### config.mk
export PLATFORM = sky130hd
export DESIGN_NAME = cyclic_palette_supersample_colorizer
export DESIGN_NICKNAME = d
export VERILOG_FILES = /design/src/hdl/cpsc_pkg.sv /design/src/hdl/cyclic_palette_supersample_colorizer.sv
export VERILOG_INCLUDE_DIRS = /design/src /design/src/hdl
export SDC_FILE = /design/constraint.sdc
export NUM_CORES = 2
export LEC_CHECK = 0
export BUFFER_PORTS_ARGS = -buffer_cell sky130_fd_sc_hd__buf_2
export CAP_MARGIN = 30
export CORE_UTILIZATION = 55
export CTS_CLUSTER_DIAMETER = 100
export DETAILED_ROUTE_END_ITERATION = 8
export PLACE_DENSITY = 0.7
export SLEW_MARGIN = 5
export SYNTH_ARGS = -nofsm -noshare
export SYNTH_HDL_FRONTEND = slang
export SYNTH_SLANG_ARGS = --single-unit
export TNS_END_PERCENT = 50
### constraint.sdc
create_clock -name i_clk -period 13.37 [get_ports i_clk]
set_input_delay 4.011 -clock i_clk [delete_from_list [all_inputs] [get_ports i_clk]]
set_output_delay 4.011 -clock i_clk [all_outputs]
set_load 0.01 [all_outputs]
### src/hdl/cyclic_palette_supersample_colorizer_defines.svh
// Assertion macros for the palette colorizer.
// Used by hdl/cyclic_palette_supersample_colorizer.sv; expects i_clk and i_rst_n in scope.
`ifndef CYCLIC_PALETTE_SUPERSAMPLE_COLORIZER_DEFINES_SVH
`define CYCLIC_PALETTE_SUPERSAMPLE_COLORIZER_DEFINES_SVH

// Same-cycle implication, sampled on i_clk, off during reset
`define CPSC_CHECK_NOW(label, ante, cons, msg) \
    label: assert property (@(posedge i_clk) disable iff (!i_rst_n) (ante) |-> (cons)) \
        else $error(msg);

// Next-cycle implication, sampled on i_clk, off during reset
`define CPSC_CHECK_NEXT(label, ante, cons, msg) \
    label: assert property (@(posedge i_clk) disable iff (!i_rst_n) (ante) |=> (cons)) \
        else $error(msg);

`endif

### src/hdl/cpsc_pkg.sv
// Shared widths and codes for the cyclic palette colorizer.
// No dependencies; imported by cyclic_palette_supersample_colorizer.
package cpsc_pkg;

    // Field and state widths
    localparam int ITER_W      = 24;
    localparam int PAL_DEPTH   = 16;
    localparam int PAL_AW      = $clog2(PAL_DEPTH);
    localparam int COL_W       = 8;
    localparam int RGB_W       = 3 * COL_W;
    localparam int MAX_SAMPLES = 64;
    localparam int SPP_W       = 7;
    localparam int NCOL_W      = 5;
    localparam int SCNT_W      = 6;
    localparam int SUM_W       = 14;
    localparam int PIX_W       = 24;

    // Configuration port
    localparam int CFG_IDX_W  = 2;
    localparam int CFG_DATA_W = 24;

    localparam logic [CFG_IDX_W-1:0] CFG_CYCLE_LENGTH      = 2'd0;
    localparam logic [CFG_IDX_W-1:0] CFG_SAMPLES_PER_PIXEL = 2'd1;
    localparam logic [CFG_IDX_W-1:0] CFG_COLOR_COUNT       = 2'd2;
    localparam logic [CFG_IDX_W-1:0] CFG_PIXEL_COUNT       = 2'd3;

    // Request types
    localparam logic REQ_SAMPLE  = 1'b0;
    localparam logic REQ_PALETTE = 1'b1;

    // Shared divider: dividend width and step counter width
    localparam int DIV_W     = 32;
    localparam int DIV_CNT_W = $clog2(DIV_W);

    // Channel selects
    localparam logic [1:0] CH_RED   = 2'd0;
    localparam logic [1:0] CH_GREEN = 2'd1;
    localparam logic [1:0] CH_BLUE  = 2'd2;

endpackage

### src/hdl/cyclic_palette_supersample_colorizer.sv
// Usage: cyclic gradient palette colorizer with supersample averaging.
// Input channel (i_in_valid / o_in_stall) carries either a palette write word
// (i_req_type = 1) or one iteration-count sample (i_req_type = 0). Output
// channel (o_out_valid / i_out_stall) carries one averaged pixel word after
// every samples_per_pixel samples; o_frame_end marks the last pixel of a frame.
// Config channel (i_cfg_valid / o_cfg_ready) writes the four registers at any
// time; o_cfg_ready is always high. Write them only while the block is idle.
// Timing: one item at a time. A palette write and an in-set sample use no
// division. An escaped sample runs the modulo, the segment split, the two
// palette memory reads and three blends; completing a pixel adds three
// averages. Every division goes through the shared one-bit-per-cycle divider.
// A finished pixel sits in the output register; the next word is accepted
// while it waits. A second pixel waits in its emit state until the output
// register is taken.
// Reset: synchronous, active low. Clears the sums and counters and loads the
// register defaults (cycle 256, 1 sample, 2 colors, 1 pixel). Palette
// contents are undefined until written.
`include "cyclic_palette_supersample_colorizer_defines.svh"

module cyclic_palette_supersample_colorizer (
    input  logic                            i_clk,
    input  logic                            i_rst_n,
    // Input channel
    input  logic                            i_in_valid,
    output logic                            o_in_stall,
    input  logic                            i_req_type,
    input  logic [cpsc_pkg::ITER_W-1:0]     i_iter_count,
    input  logic                            i_in_set,
    input  logic [cpsc_pkg::PAL_AW-1:0]     i_palette_index,
    input  logic [cpsc_pkg::COL_W-1:0]      i_palette_red,
    input  logic [cpsc_pkg::COL_W-1:0]      i_palette_green,
    input  logic [cpsc_pkg::COL_W-1:0]      i_palette_blue,
    // Output channel
    output logic                            o_out_valid,
    input  logic                            i_out_stall,
    output logic [cpsc_pkg::COL_W-1:0]      o_pixel_red,
    output logic [cpsc_pkg::COL_W-1:0]      o_pixel_green,
    output logic [cpsc_pkg::COL_W-1:0]      o_pixel_blue,
    output logic                            o_frame_end,
    // Configuration channel
    input  logic                            i_cfg_valid,
    output logic                            o_cfg_ready,
    input  logic [cpsc_pkg::CFG_IDX_W-1:0]  i_cfg_index,
    input  logic [cpsc_pkg::CFG_DATA_W-1:0] i_cfg_data
);
    import cpsc_pkg::*;

    localparam int VN_W = ITER_W + PAL_AW;

    typedef enum logic [11:0] {
        S_IDLE  = 12'b0000_0000_0001,
        S_MOD   = 12'b0000_0000_0010,
        S_SEG   = 12'b0000_0000_0100,
        S_RDL   = 12'b0000_0000_1000,
        S_RDR   = 12'b0000_0001_0000,
        S_MULA  = 12'b0000_0010_0000,
        S_MULB  = 12'b0000_0100_0000,
        S_BLEND = 12'b0000_1000_0000,
        S_ACC   = 12'b0001_0000_0000,
        S_AVGL  = 12'b0010_0000_0000,
        S_AVG   = 12'b0100_0000_0000,
        S_EMIT  = 12'b1000_0000_0000
    } t_state;

    // Pick one 8-bit channel out of a packed {red, green, blue} entry
    function automatic logic [COL_W-1:0] chan_of(input logic [RGB_W-1:0] rgb,
                                                 input logic [1:0] ch);
        logic [COL_W-1:0] res;
        unique case (ch)
            CH_RED:   res = rgb[3*COL_W-1:2*COL_W];
            CH_GREEN: res = rgb[2*COL_W-1:COL_W];
            CH_BLUE:  res = rgb[COL_W-1:0];
            default:  res = '0;
        endcase
        return res;
    endfunction

    // Configuration registers
    logic [ITER_W-1:0] r_cycle_length;
    logic [SPP_W-1:0]  r_samples_per_pixel;
    logic [NCOL_W-1:0] r_color_count;
    logic [PIX_W-1:0]  r_pixel_count;

    // Control and accumulation state
    t_state            r_state, n_state;
    logic [1:0]        r_chan;
    logic [SUM_W-1:0]  r_sum [3];
    logic [SCNT_W-1:0] r_samp_cnt;
    logic [PIX_W-1:0]  r_pix_cnt;

    // Datapath registers
    logic [PAL_AW-1:0] r_seg;
    logic [ITER_W-1:0] r_frac;
    logic [RGB_W-1:0]  r_left;
    logic [DIV_W-1:0]  r_num;
    logic [COL_W-1:0]  r_avg [3];

    // Palette memory
    logic [RGB_W-1:0]  r_palette [PAL_DEPTH];
    logic [RGB_W-1:0]  r_pal_q;
    logic              pal_rd_en;
    logic [PAL_AW-1:0] pal_raddr;

    // Shared divider
    logic [DIV_W-1:0]     r_div_quo, n_div_quo;
    logic [ITER_W-1:0]    r_div_rem, n_div_rem;
    logic [ITER_W-1:0]    r_div_den;
    logic [DIV_CNT_W-1:0] r_div_cnt;
    logic                 r_div_run;
    logic                 div_load;
    logic [DIV_W-1:0]     div_num;
    logic [ITER_W-1:0]    div_den;
    logic [ITER_W:0]      div_trial;
    logic                 div_ge;

    // Output register
    logic              r_out_valid;
    logic [COL_W-1:0]  r_pixel_red, r_pixel_green, r_pixel_blue;
    logic              r_frame_end;

    // Effective configuration and helpers
    logic [ITER_W-1:0] len_eff;
    logic [SPP_W-1:0]  spp_eff;
    logic [NCOL_W-1:0] ncol_eff;
    logic [PAL_AW-1:0] ncol_m1;
    logic [PIX_W-1:0]  pcount_eff;
    logic [VN_W-1:0]   vn_prod;
    logic [ITER_W-1:0] frac_left;
    logic [DIV_W-1:0]  mul_left;
    logic [DIV_W-1:0]  blend_num;
    logic              in_accept;
    logic              out_free;
    logic              sample_more;
    logic              frame_last;
    logic              emit_fire;
    logic [SUM_W-1:0]  sum_sel;

    // Clamp registers into their working ranges
    always_comb begin
        len_eff = (r_cycle_length == '0) ? ITER_W'(1) : r_cycle_length;
        if (r_samples_per_pixel == '0) begin
            spp_eff = SPP_W'(1);
        end else if (r_samples_per_pixel > SPP_W'(MAX_SAMPLES)) begin
            spp_eff = SPP_W'(MAX_SAMPLES);
        end else begin
            spp_eff = r_samples_per_pixel;
        end
        if (r_color_count < NCOL_W'(2)) begin
            ncol_eff = NCOL_W'(2);
        end else if (r_color_count > NCOL_W'(PAL_DEPTH)) begin
            ncol_eff = NCOL_W'(PAL_DEPTH);
        end else begin
            ncol_eff = r_color_count;
        end
        pcount_eff = (r_pixel_count == '0) ? PIX_W'(1) : r_pixel_count;
    end

    assign ncol_m1 = PAL_AW'(ncol_eff - NCOL_W'(1));

    // Handshakes
    assign o_in_stall  = (r_state != S_IDLE);
    assign in_accept   = i_in_valid && !o_in_stall;
    assign out_free    = !r_out_valid || !i_out_stall;
    assign emit_fire   = (r_state == S_EMIT) && out_free;
    assign o_cfg_ready = 1'b1;

    // Arithmetic around the divider
    assign vn_prod   = r_div_rem * ncol_m1;
    assign frac_left = len_eff - r_frac;
    assign mul_left  = chan_of(r_left, r_chan) * frac_left;
    assign blend_num = r_num + chan_of(r_pal_q, r_chan) * r_frac;
    assign sum_sel   = r_sum[r_chan];

    assign sample_more = ({1'b0, r_samp_cnt} + SPP_W'(1)) < spp_eff;
    assign frame_last  = ({1'b0, r_pix_cnt} + (PIX_W+1)'(1)) >= {1'b0, pcount_eff};

    // Sequencer: next state and divider launch
    always_comb begin
        n_state  = r_state;
        div_load = 1'b0;
        div_num  = '0;
        div_den  = len_eff;
        unique case (r_state)
            S_IDLE: begin
                if (in_accept && (i_req_type == REQ_SAMPLE)) begin
                    if (i_in_set) begin
                        n_state = S_ACC;
                    end else begin
                        div_load = 1'b1;
                        div_num  = {{(DIV_W-ITER_W){1'b0}}, i_iter_count};
                        n_state  = S_MOD;
                    end
                end
            end
            S_MOD: begin
                if (!r_div_run) begin
                    div_load = 1'b1;
                    div_num  = {{(DIV_W-VN_W){1'b0}}, vn_prod};
                    n_state  = S_SEG;
                end
            end
            S_SEG: begin
                if (!r_div_run) begin
                    n_state = S_RDL;
                end
            end
            S_RDL:  n_state = S_RDR;
            S_RDR:  n_state = S_MULA;
            S_MULA: n_state = S_MULB;
            S_MULB: begin
                div_load = 1'b1;
                div_num  = blend_num;
                n_state  = S_BLEND;
            end
            S_BLEND: begin
                if (!r_div_run) begin
                    n_state = (r_chan == CH_BLUE) ? S_ACC : S_MULA;
                end
            end
            S_ACC: n_state = sample_more ? S_IDLE : S_AVGL;
            S_AVGL: begin
                div_load = 1'b1;
                div_num  = {{(DIV_W-SUM_W){1'b0}}, sum_sel};
                div_den  = {{(ITER_W-SPP_W){1'b0}}, spp_eff};
                n_state  = S_AVG;
            end
            S_AVG: begin
                if (!r_div_run) begin
                    n_state = (r_chan == CH_BLUE) ? S_EMIT : S_AVGL;
                end
            end
            S_EMIT: begin
                if (out_free) begin
                    n_state = S_IDLE;
                end
            end
            default: n_state = S_IDLE;
        endcase
    end

    // Divider step: shift in one dividend bit, subtract if it fits
    always_comb begin
        div_trial = {r_div_rem, r_div_quo[DIV_W-1]};
        div_ge    = div_trial >= {1'b0, r_div_den};
        n_div_rem = div_ge ? ITER_W'(div_trial - {1'b0, r_div_den})
                           : div_trial[ITER_W-1:0];
        n_div_quo = {r_div_quo[DIV_W-2:0], div_ge};
    end

    // Divider operands and partial results
    always_ff @(posedge i_clk) begin
        if (div_load) begin
            r_div_quo <= div_num;
            r_div_rem <= '0;
            r_div_den <= div_den;
        end else if (r_div_run) begin
            r_div_quo <= n_div_quo;
            r_div_rem <= n_div_rem;
        end
    end

    // Divider control
    always_ff @(posedge i_clk) begin
        if (!i_rst_n) begin
            r_div_run <= 1'b0;
            r_div_cnt <= '0;
        end else if (div_load) begin
            r_div_run <= 1'b1;
            r_div_cnt <= '0;
        end else if (r_div_run) begin
            r_div_cnt <= r_div_cnt + DIV_CNT_W'(1);
            if (r_div_cnt == DIV_CNT_W'(DIV_W - 1)) begin
                r_div_run <= 1'b0;
            end
        end
    end

    // Palette memory: write on palette words, read in the two fetch states
    assign pal_rd_en = (r_state == S_RDL) || (r_state == S_RDR);
    assign pal_raddr = (r_state == S_RDR) ? (r_seg + PAL_AW'(1)) : r_seg;

    always_ff @(posedge i_clk) begin
        if (in_accept && (i_req_type == REQ_PALETTE)) begin
            r_palette[i_palette_index] <= {i_palette_red, i_palette_green, i_palette_blue};
        end
        if (pal_rd_en) begin
            r_pal_q <= r_palette[pal_raddr];
        end
    end

    // Datapath captures
    always_ff @(posedge i_clk) begin
        if ((r_state == S_SEG) && !r_div_run) begin
            r_seg  <= r_div_quo[PAL_AW-1:0];
            r_frac <= r_div_rem;
        end
        if (r_state == S_RDR) begin
            r_left <= r_pal_q;
        end
        if (r_state == S_MULA) begin
            r_num <= mul_left;
        end
        if ((r_state == S_AVG) && !r_div_run) begin
            r_avg[r_chan] <= r_div_quo[COL_W-1:0];
        end
        if (emit_fire) begin
            r_pixel_red   <= r_avg[0];
            r_pixel_green <= r_avg[1];
            r_pixel_blue  <= r_avg[2];
            r_frame_end   <= frame_last;
        end
    end

    // Control state, sums and counters
    always_ff @(posedge i_clk) begin
        if (!i_rst_n) begin
            r_state     <= S_IDLE;
            r_chan      <= CH_RED;
            r_sum[0]    <= '0;
            r_sum[1]    <= '0;
            r_sum[2]    <= '0;
            r_samp_cnt  <= '0;
            r_pix_cnt   <= '0;
            r_out_valid <= 1'b0;
        end else begin
            r_state <= n_state;

            // Advance the channel through blend and average passes
            if ((r_state == S_SEG) && !r_div_run) begin
                r_chan <= CH_RED;
            end else if ((r_state == S_ACC) && !sample_more) begin
                r_chan <= CH_RED;
            end else if (((r_state == S_BLEND) || (r_state == S_AVG)) && !r_div_run
                         && (r_chan != CH_BLUE)) begin
                r_chan <= r_chan + 2'd1;
            end

            // Add each blended channel into its sum
            if ((r_state == S_BLEND) && !r_div_run) begin
                r_sum[r_chan] <= sum_sel + SUM_W'(r_div_quo[COL_W-1:0]);
            end

            // Count samples of the current pixel
            if (r_state == S_ACC) begin
                r_samp_cnt <= sample_more ? (r_samp_cnt + SCNT_W'(1)) : '0;
            end

            // Hand the pixel over; drop the sums, step the frame position
            if (emit_fire) begin
                r_sum[0]    <= '0;
                r_sum[1]    <= '0;
                r_sum[2]    <= '0;
                r_pix_cnt   <= frame_last ? '0 : (r_pix_cnt + PIX_W'(1));
                r_out_valid <= 1'b1;
            end else if (r_out_valid && !i_out_stall) begin
                r_out_valid <= 1'b0;
            end
        end
    end

    // Configuration writes
    always_ff @(posedge i_clk) begin
        if (!i_rst_n) begin
            r_cycle_length      <= ITER_W'(256);
            r_samples_per_pixel <= SPP_W'(1);
            r_color_count       <= NCOL_W'(2);
            r_pixel_count       <= PIX_W'(1);
        end else if (i_cfg_valid && o_cfg_ready) begin
            unique case (i_cfg_index)
                CFG_CYCLE_LENGTH:      r_cycle_length      <= i_cfg_data[ITER_W-1:0];
                CFG_SAMPLES_PER_PIXEL: r_samples_per_pixel <= i_cfg_data[SPP_W-1:0];
                CFG_COLOR_COUNT:       r_color_count       <= i_cfg_data[NCOL_W-1:0];
                CFG_PIXEL_COUNT:       r_pixel_count       <= i_cfg_data[PIX_W-1:0];
                default: ;
            endcase
        end
    end

    // Output port drive
    assign o_out_valid   = r_out_valid;
    assign o_pixel_red   = r_pixel_red;
    assign o_pixel_green = r_pixel_green;
    assign o_pixel_blue  = r_pixel_blue;
    assign o_frame_end   = r_frame_end;

    // Checks
    `CPSC_CHECK_NOW(a_div_no_reload, div_load, !r_div_run, "divider restarted while busy")
    `CPSC_CHECK_NOW(a_div_rem_bound, r_div_run, r_div_rem < r_div_den, "divider remainder out of range")
    `CPSC_CHECK_NEXT(a_emit_holds, (r_state == S_EMIT) && r_out_valid && i_out_stall, r_state == S_EMIT, "pixel emitted over a stalled word")
    `CPSC_CHECK_NEXT(a_emit_loads, emit_fire, r_out_valid && (r_state == S_IDLE), "emit did not load the output register")

endmodule

==> results.py <==
metrics = {
    "yosys": {
        "postSynthAreaPerCell_um2": 10.4,
        "async_flop_share_pct": 0,
        "ys_top_cells_by_area": "edfxtp_1, fa_1, ha_1",
        "yosysTopAreaCell": "edfxtp_1",
        "synth_fp_nets": 5484,
        "syn_area_um2": 49900,
        "synth_enable_flop_cells": 653,
        "synthCells": 4823,
        "synth_top_area_share_pct": 39.3,
        "ys_ff_latch": 790,
        "dominantRegCellSynth": "edfxtp_1",
        "ys_warn_count": 0,
        "yosysSeqAreaShare_pct": 44.8,
        "ys_types": 90,
    },
    "sta": {
        "slew_viol_final": 0,
        "tightest_slew_ns": 1.15,
        "tns_ns": 0,
        "period_share_pct": 61.8,
        "hold_viol": 0,
        "rsz0062_at_grt": "no",
        "finClkSkew_ns": 0.0472,
        "slew_headroom_pct": 23.7,
        "setup_viol": 0,
        "fmax_mhz": 121,
        "hold_slack_ns": 0.415,
        "fin_crit_ns": 8.26,
    },
    "floorplan": {
        "rows": 110,
        "coreArea_um2": 90000,
        "dieArea_um2": 92000,
        "die_w_um": 303,
        "die_h_um": 303,
        "start_util_pct": 55.5,
        "io_pins": 113,
    },
    "drt": {
        "routed_wl_um": 127000,
        "drt-initial-drc-count": 3144,
        "viasPerCell": 5.87,
        "drcViolationCount": 0,
        "dr.pass1.iters": 6,
        "dr_total_vias": 35874,
        "ant_nets": 0,
        "wl_per_cell_um": 20.7,
    },
    "job": {
        "drv_cap": 0,
    },
    "clock_network": {
        "cts_tree": "built",
        "post-cts-setup-buffer-count": 0,
        "cts_sinks": 790,
        "hold_buffers": 0,
        "h-tree-depth": 3,
        "clkTransAtPathRegs_ns": 0.06,
        "clockBufferDepth": 3,
        "clkLatencyLatePin_ns": 0.68,
        "clock-root-buffer": "clkbuf_16",
        "cts_buffers": 86,
        "cts_resized": 0,
    },
    "hold_path": {
        "holdCritStartpoint": "r_avg[1][1]",
        "hp-class": "flop to flop",
        "hold_path_depth": 0,
        "hold_end": "o_pixel_green[1]",
    },
    "global_route": {
        "grt_max_degree": 193,
        "grt_pass1_vias": 35380,
        "grt_overflow_total": 0,
        "grtUsageTotal_pct": 28.0,
        "antenna_found_initial": 6,
        "grt_pass1_wl_um": 197000,
    },
    "setup_path": {
        "cp_slowest_cell": "fa_1",
        "slowest_delay_ns": 0.51,
        "cpMostUsedCell": "fa_1",
        "crit_path_end_kind": "flop",
        "worstPathArrival_ns": 8.69,
        "worst-path-max-fanout": 8,
        "crit_required_ns": 13.80,
        "startpoint": "r_cycle_length[1]",
        "cp-start-kind": "flop",
        "r2r-end": "r_num[31]",
        "crit_type": "flop to flop",
        "reg2reg_slack_ns": 5.11,
        "reg2reg_from": "r_cycle_length[1]",
        "reg2regPathDepth": 30,
    },
    "cells_and_area": {
        "drive_above_1_share_pct": 8.30,
        "fillCellCount": 7356,
        "nets": 5519,
        "syn_to_final_growth_pct": 9.58,
    },
    "outcome": {
        "status": "finished, final reports clean",
    },
    "power_and_ir_drop": {
        "p_total_uw": 6980,
        "powerDensity_nw_per_um2": 128,
        "irDropWorstVdd_mv": 0.127,
        "total_leakage_power_uw": 0.0224,
    },
    "place": {
        "portBuffers": 111,
        "dpl.hpwl_um": 88300,
        "place.gp.congestion": 0.888,
    },
}
[critical path: cells and delay by family, from the launching register on]
| family | cells | cell delay (ns) |
|---|---|---|
| AO/OA/AOI/OAI | 9 | 1.98 |
| buffers and inverters | 3 | 0.15 |
| XOR/XNOR | 2 | 0.35 |
| AND/OR/NAND/NOR | 9 | 2.22 |
| flip-flops | 1 | 0.36 |
| adder cells (fa/ha/maj) | 7 | 2.95 |
[power by group]
group / internal (uW) / switching (uW)
Sequential: 2790 / 122
Combinational: 680 / 987
Clock: 1380 / 1030
[synthesized netlist by cell type (all sizes together), types with 8 or more instances]
cell type	number
a211oi	21
a21boi	8
a21o	52
a21oi	208
a222oi	22
a22oi	15
a31oi	24
a32oi	25
and2	48
and3	27
buf	58
clkbuf	171
dfxtp	137
edfxtp	653
fa	341
ha	235
inv	495
mux2i	57
mux4	14
nand2	771
nand2b	50
nand3	199
nand3b	13
nand4	78
nor2	380
nor2b	41
nor3	108
nor3b	13
nor4	27
o211ai	18
o21a	21
o21ai	145
o21bai	13
o31ai	18
or2	46
or3	20
xnor2	94
xor2	57
[flip-flops by register name, summed over array words and instances (netlist names), 12 cells and up, named ones only]
| register | flops |
|---|---|
| r_sum | 56 |
| r_state | 12 |
| r_pal_q | 24 |
| r_palette | 384 |
| r_num | 32 |
| r_left | 24 |
| r_cycle_length | 24 |
| r_pixel_count | 24 |
| r_div_quo | 32 |
| r_avg | 24 |
| r_pix_cnt | 24 |
| r_div_den | 24 |
| r_frac | 24 |
| r_div_rem | 24 |
[placed cells by master, fill, tap and decap left out, drive strengths merged, types with 20 or more instances in the layout]
cell type    n
nand4       78
a222oi      22
a21oi      208
edfxtp     653
nand3      199
buf        176
and3        27
mux2i       57
inv        505
xor2        57
clkbuf     112
clkinv      31
nor2b       41
o21a        21
nand2b      50
o21ai      145
fa         341
and2        48
or2         46
a32oi       25
nor4        27
or3         20
a21o        52
a211oi      21
xnor2       94
nor3       108
ha         235
dfxtp      137
nand2      771
a31oi       24
nor2       380
[metal layers]
layer	GRT usage (%)	share of wire (%)
met4	10.6	3.8
met1	37.0	41
met5	0	0.035
met3	3.97	7.3
met2	46.9	48
[worst max-delay path by stage]
stage / endpoint / slack (ns) / depth (start not counted)
CTS: r_num[31] / 5.07 / 29
global placement: r_num[31] / 5.18 / 29
floorplan: r_sum[0][0] / 5.04 / 5
detailed placement: r_num[31] / 5.08 / 29
global route: r_num[31] / 4.61 / 29
finish: r_num[31] / 5.11 / 30
[cell families (layout without fill, tap and decap cells)]
| group | count (synthesis) | count (layout) | share of synthesized area [%] |
|---|---|---|---|
| adders and majority gates | 576 | 576 | 19.6 |
| buffers and inverters | 725 | 832 | 5.70 |
| muxes | 71 | 71 | 1.77 |
| other | 1 | 3 | 0.00751 |
| and+or+nand+nor | 1837 | 1837 | 16.8 |
| AOI/OAI and AO/OA | 672 | 672 | 8.78 |
| xor gates and xnor gates | 151 | 151 | 2.66 |
| DFF | 790 | 790 | 44.8 |
[metrics by stage]
step           std cells  setup slack (ns)  cell area [um2]  util (%)
4_1_cts             6104              5.07            54700      60.8
3_3_place_gp        5933              5.18            51600      57.3
6_report            6108              5.11            54700      60.8
3_5_place_dp        5944              5.08            51800      57.6
2_1_floorplan       4823              5.04            49900         -
5_1_grt             6107              4.61            54700      60.8
[cell type report]
cell class	instances	area [um2]	share of cell area (%)
flip-flops and latches	790	22400	40.8
multi-input cells	3308	25000	45.6
clock buffers	112	2320	4.24
inverters	496	1860	3.40
clock inverters	48	527	0.962
repair buffers	176	1230	2.25
well taps	1176	1470	2.69
diodes	2	5.00	0.00914
No activity file was read; power rests on OpenSTA's default activity.
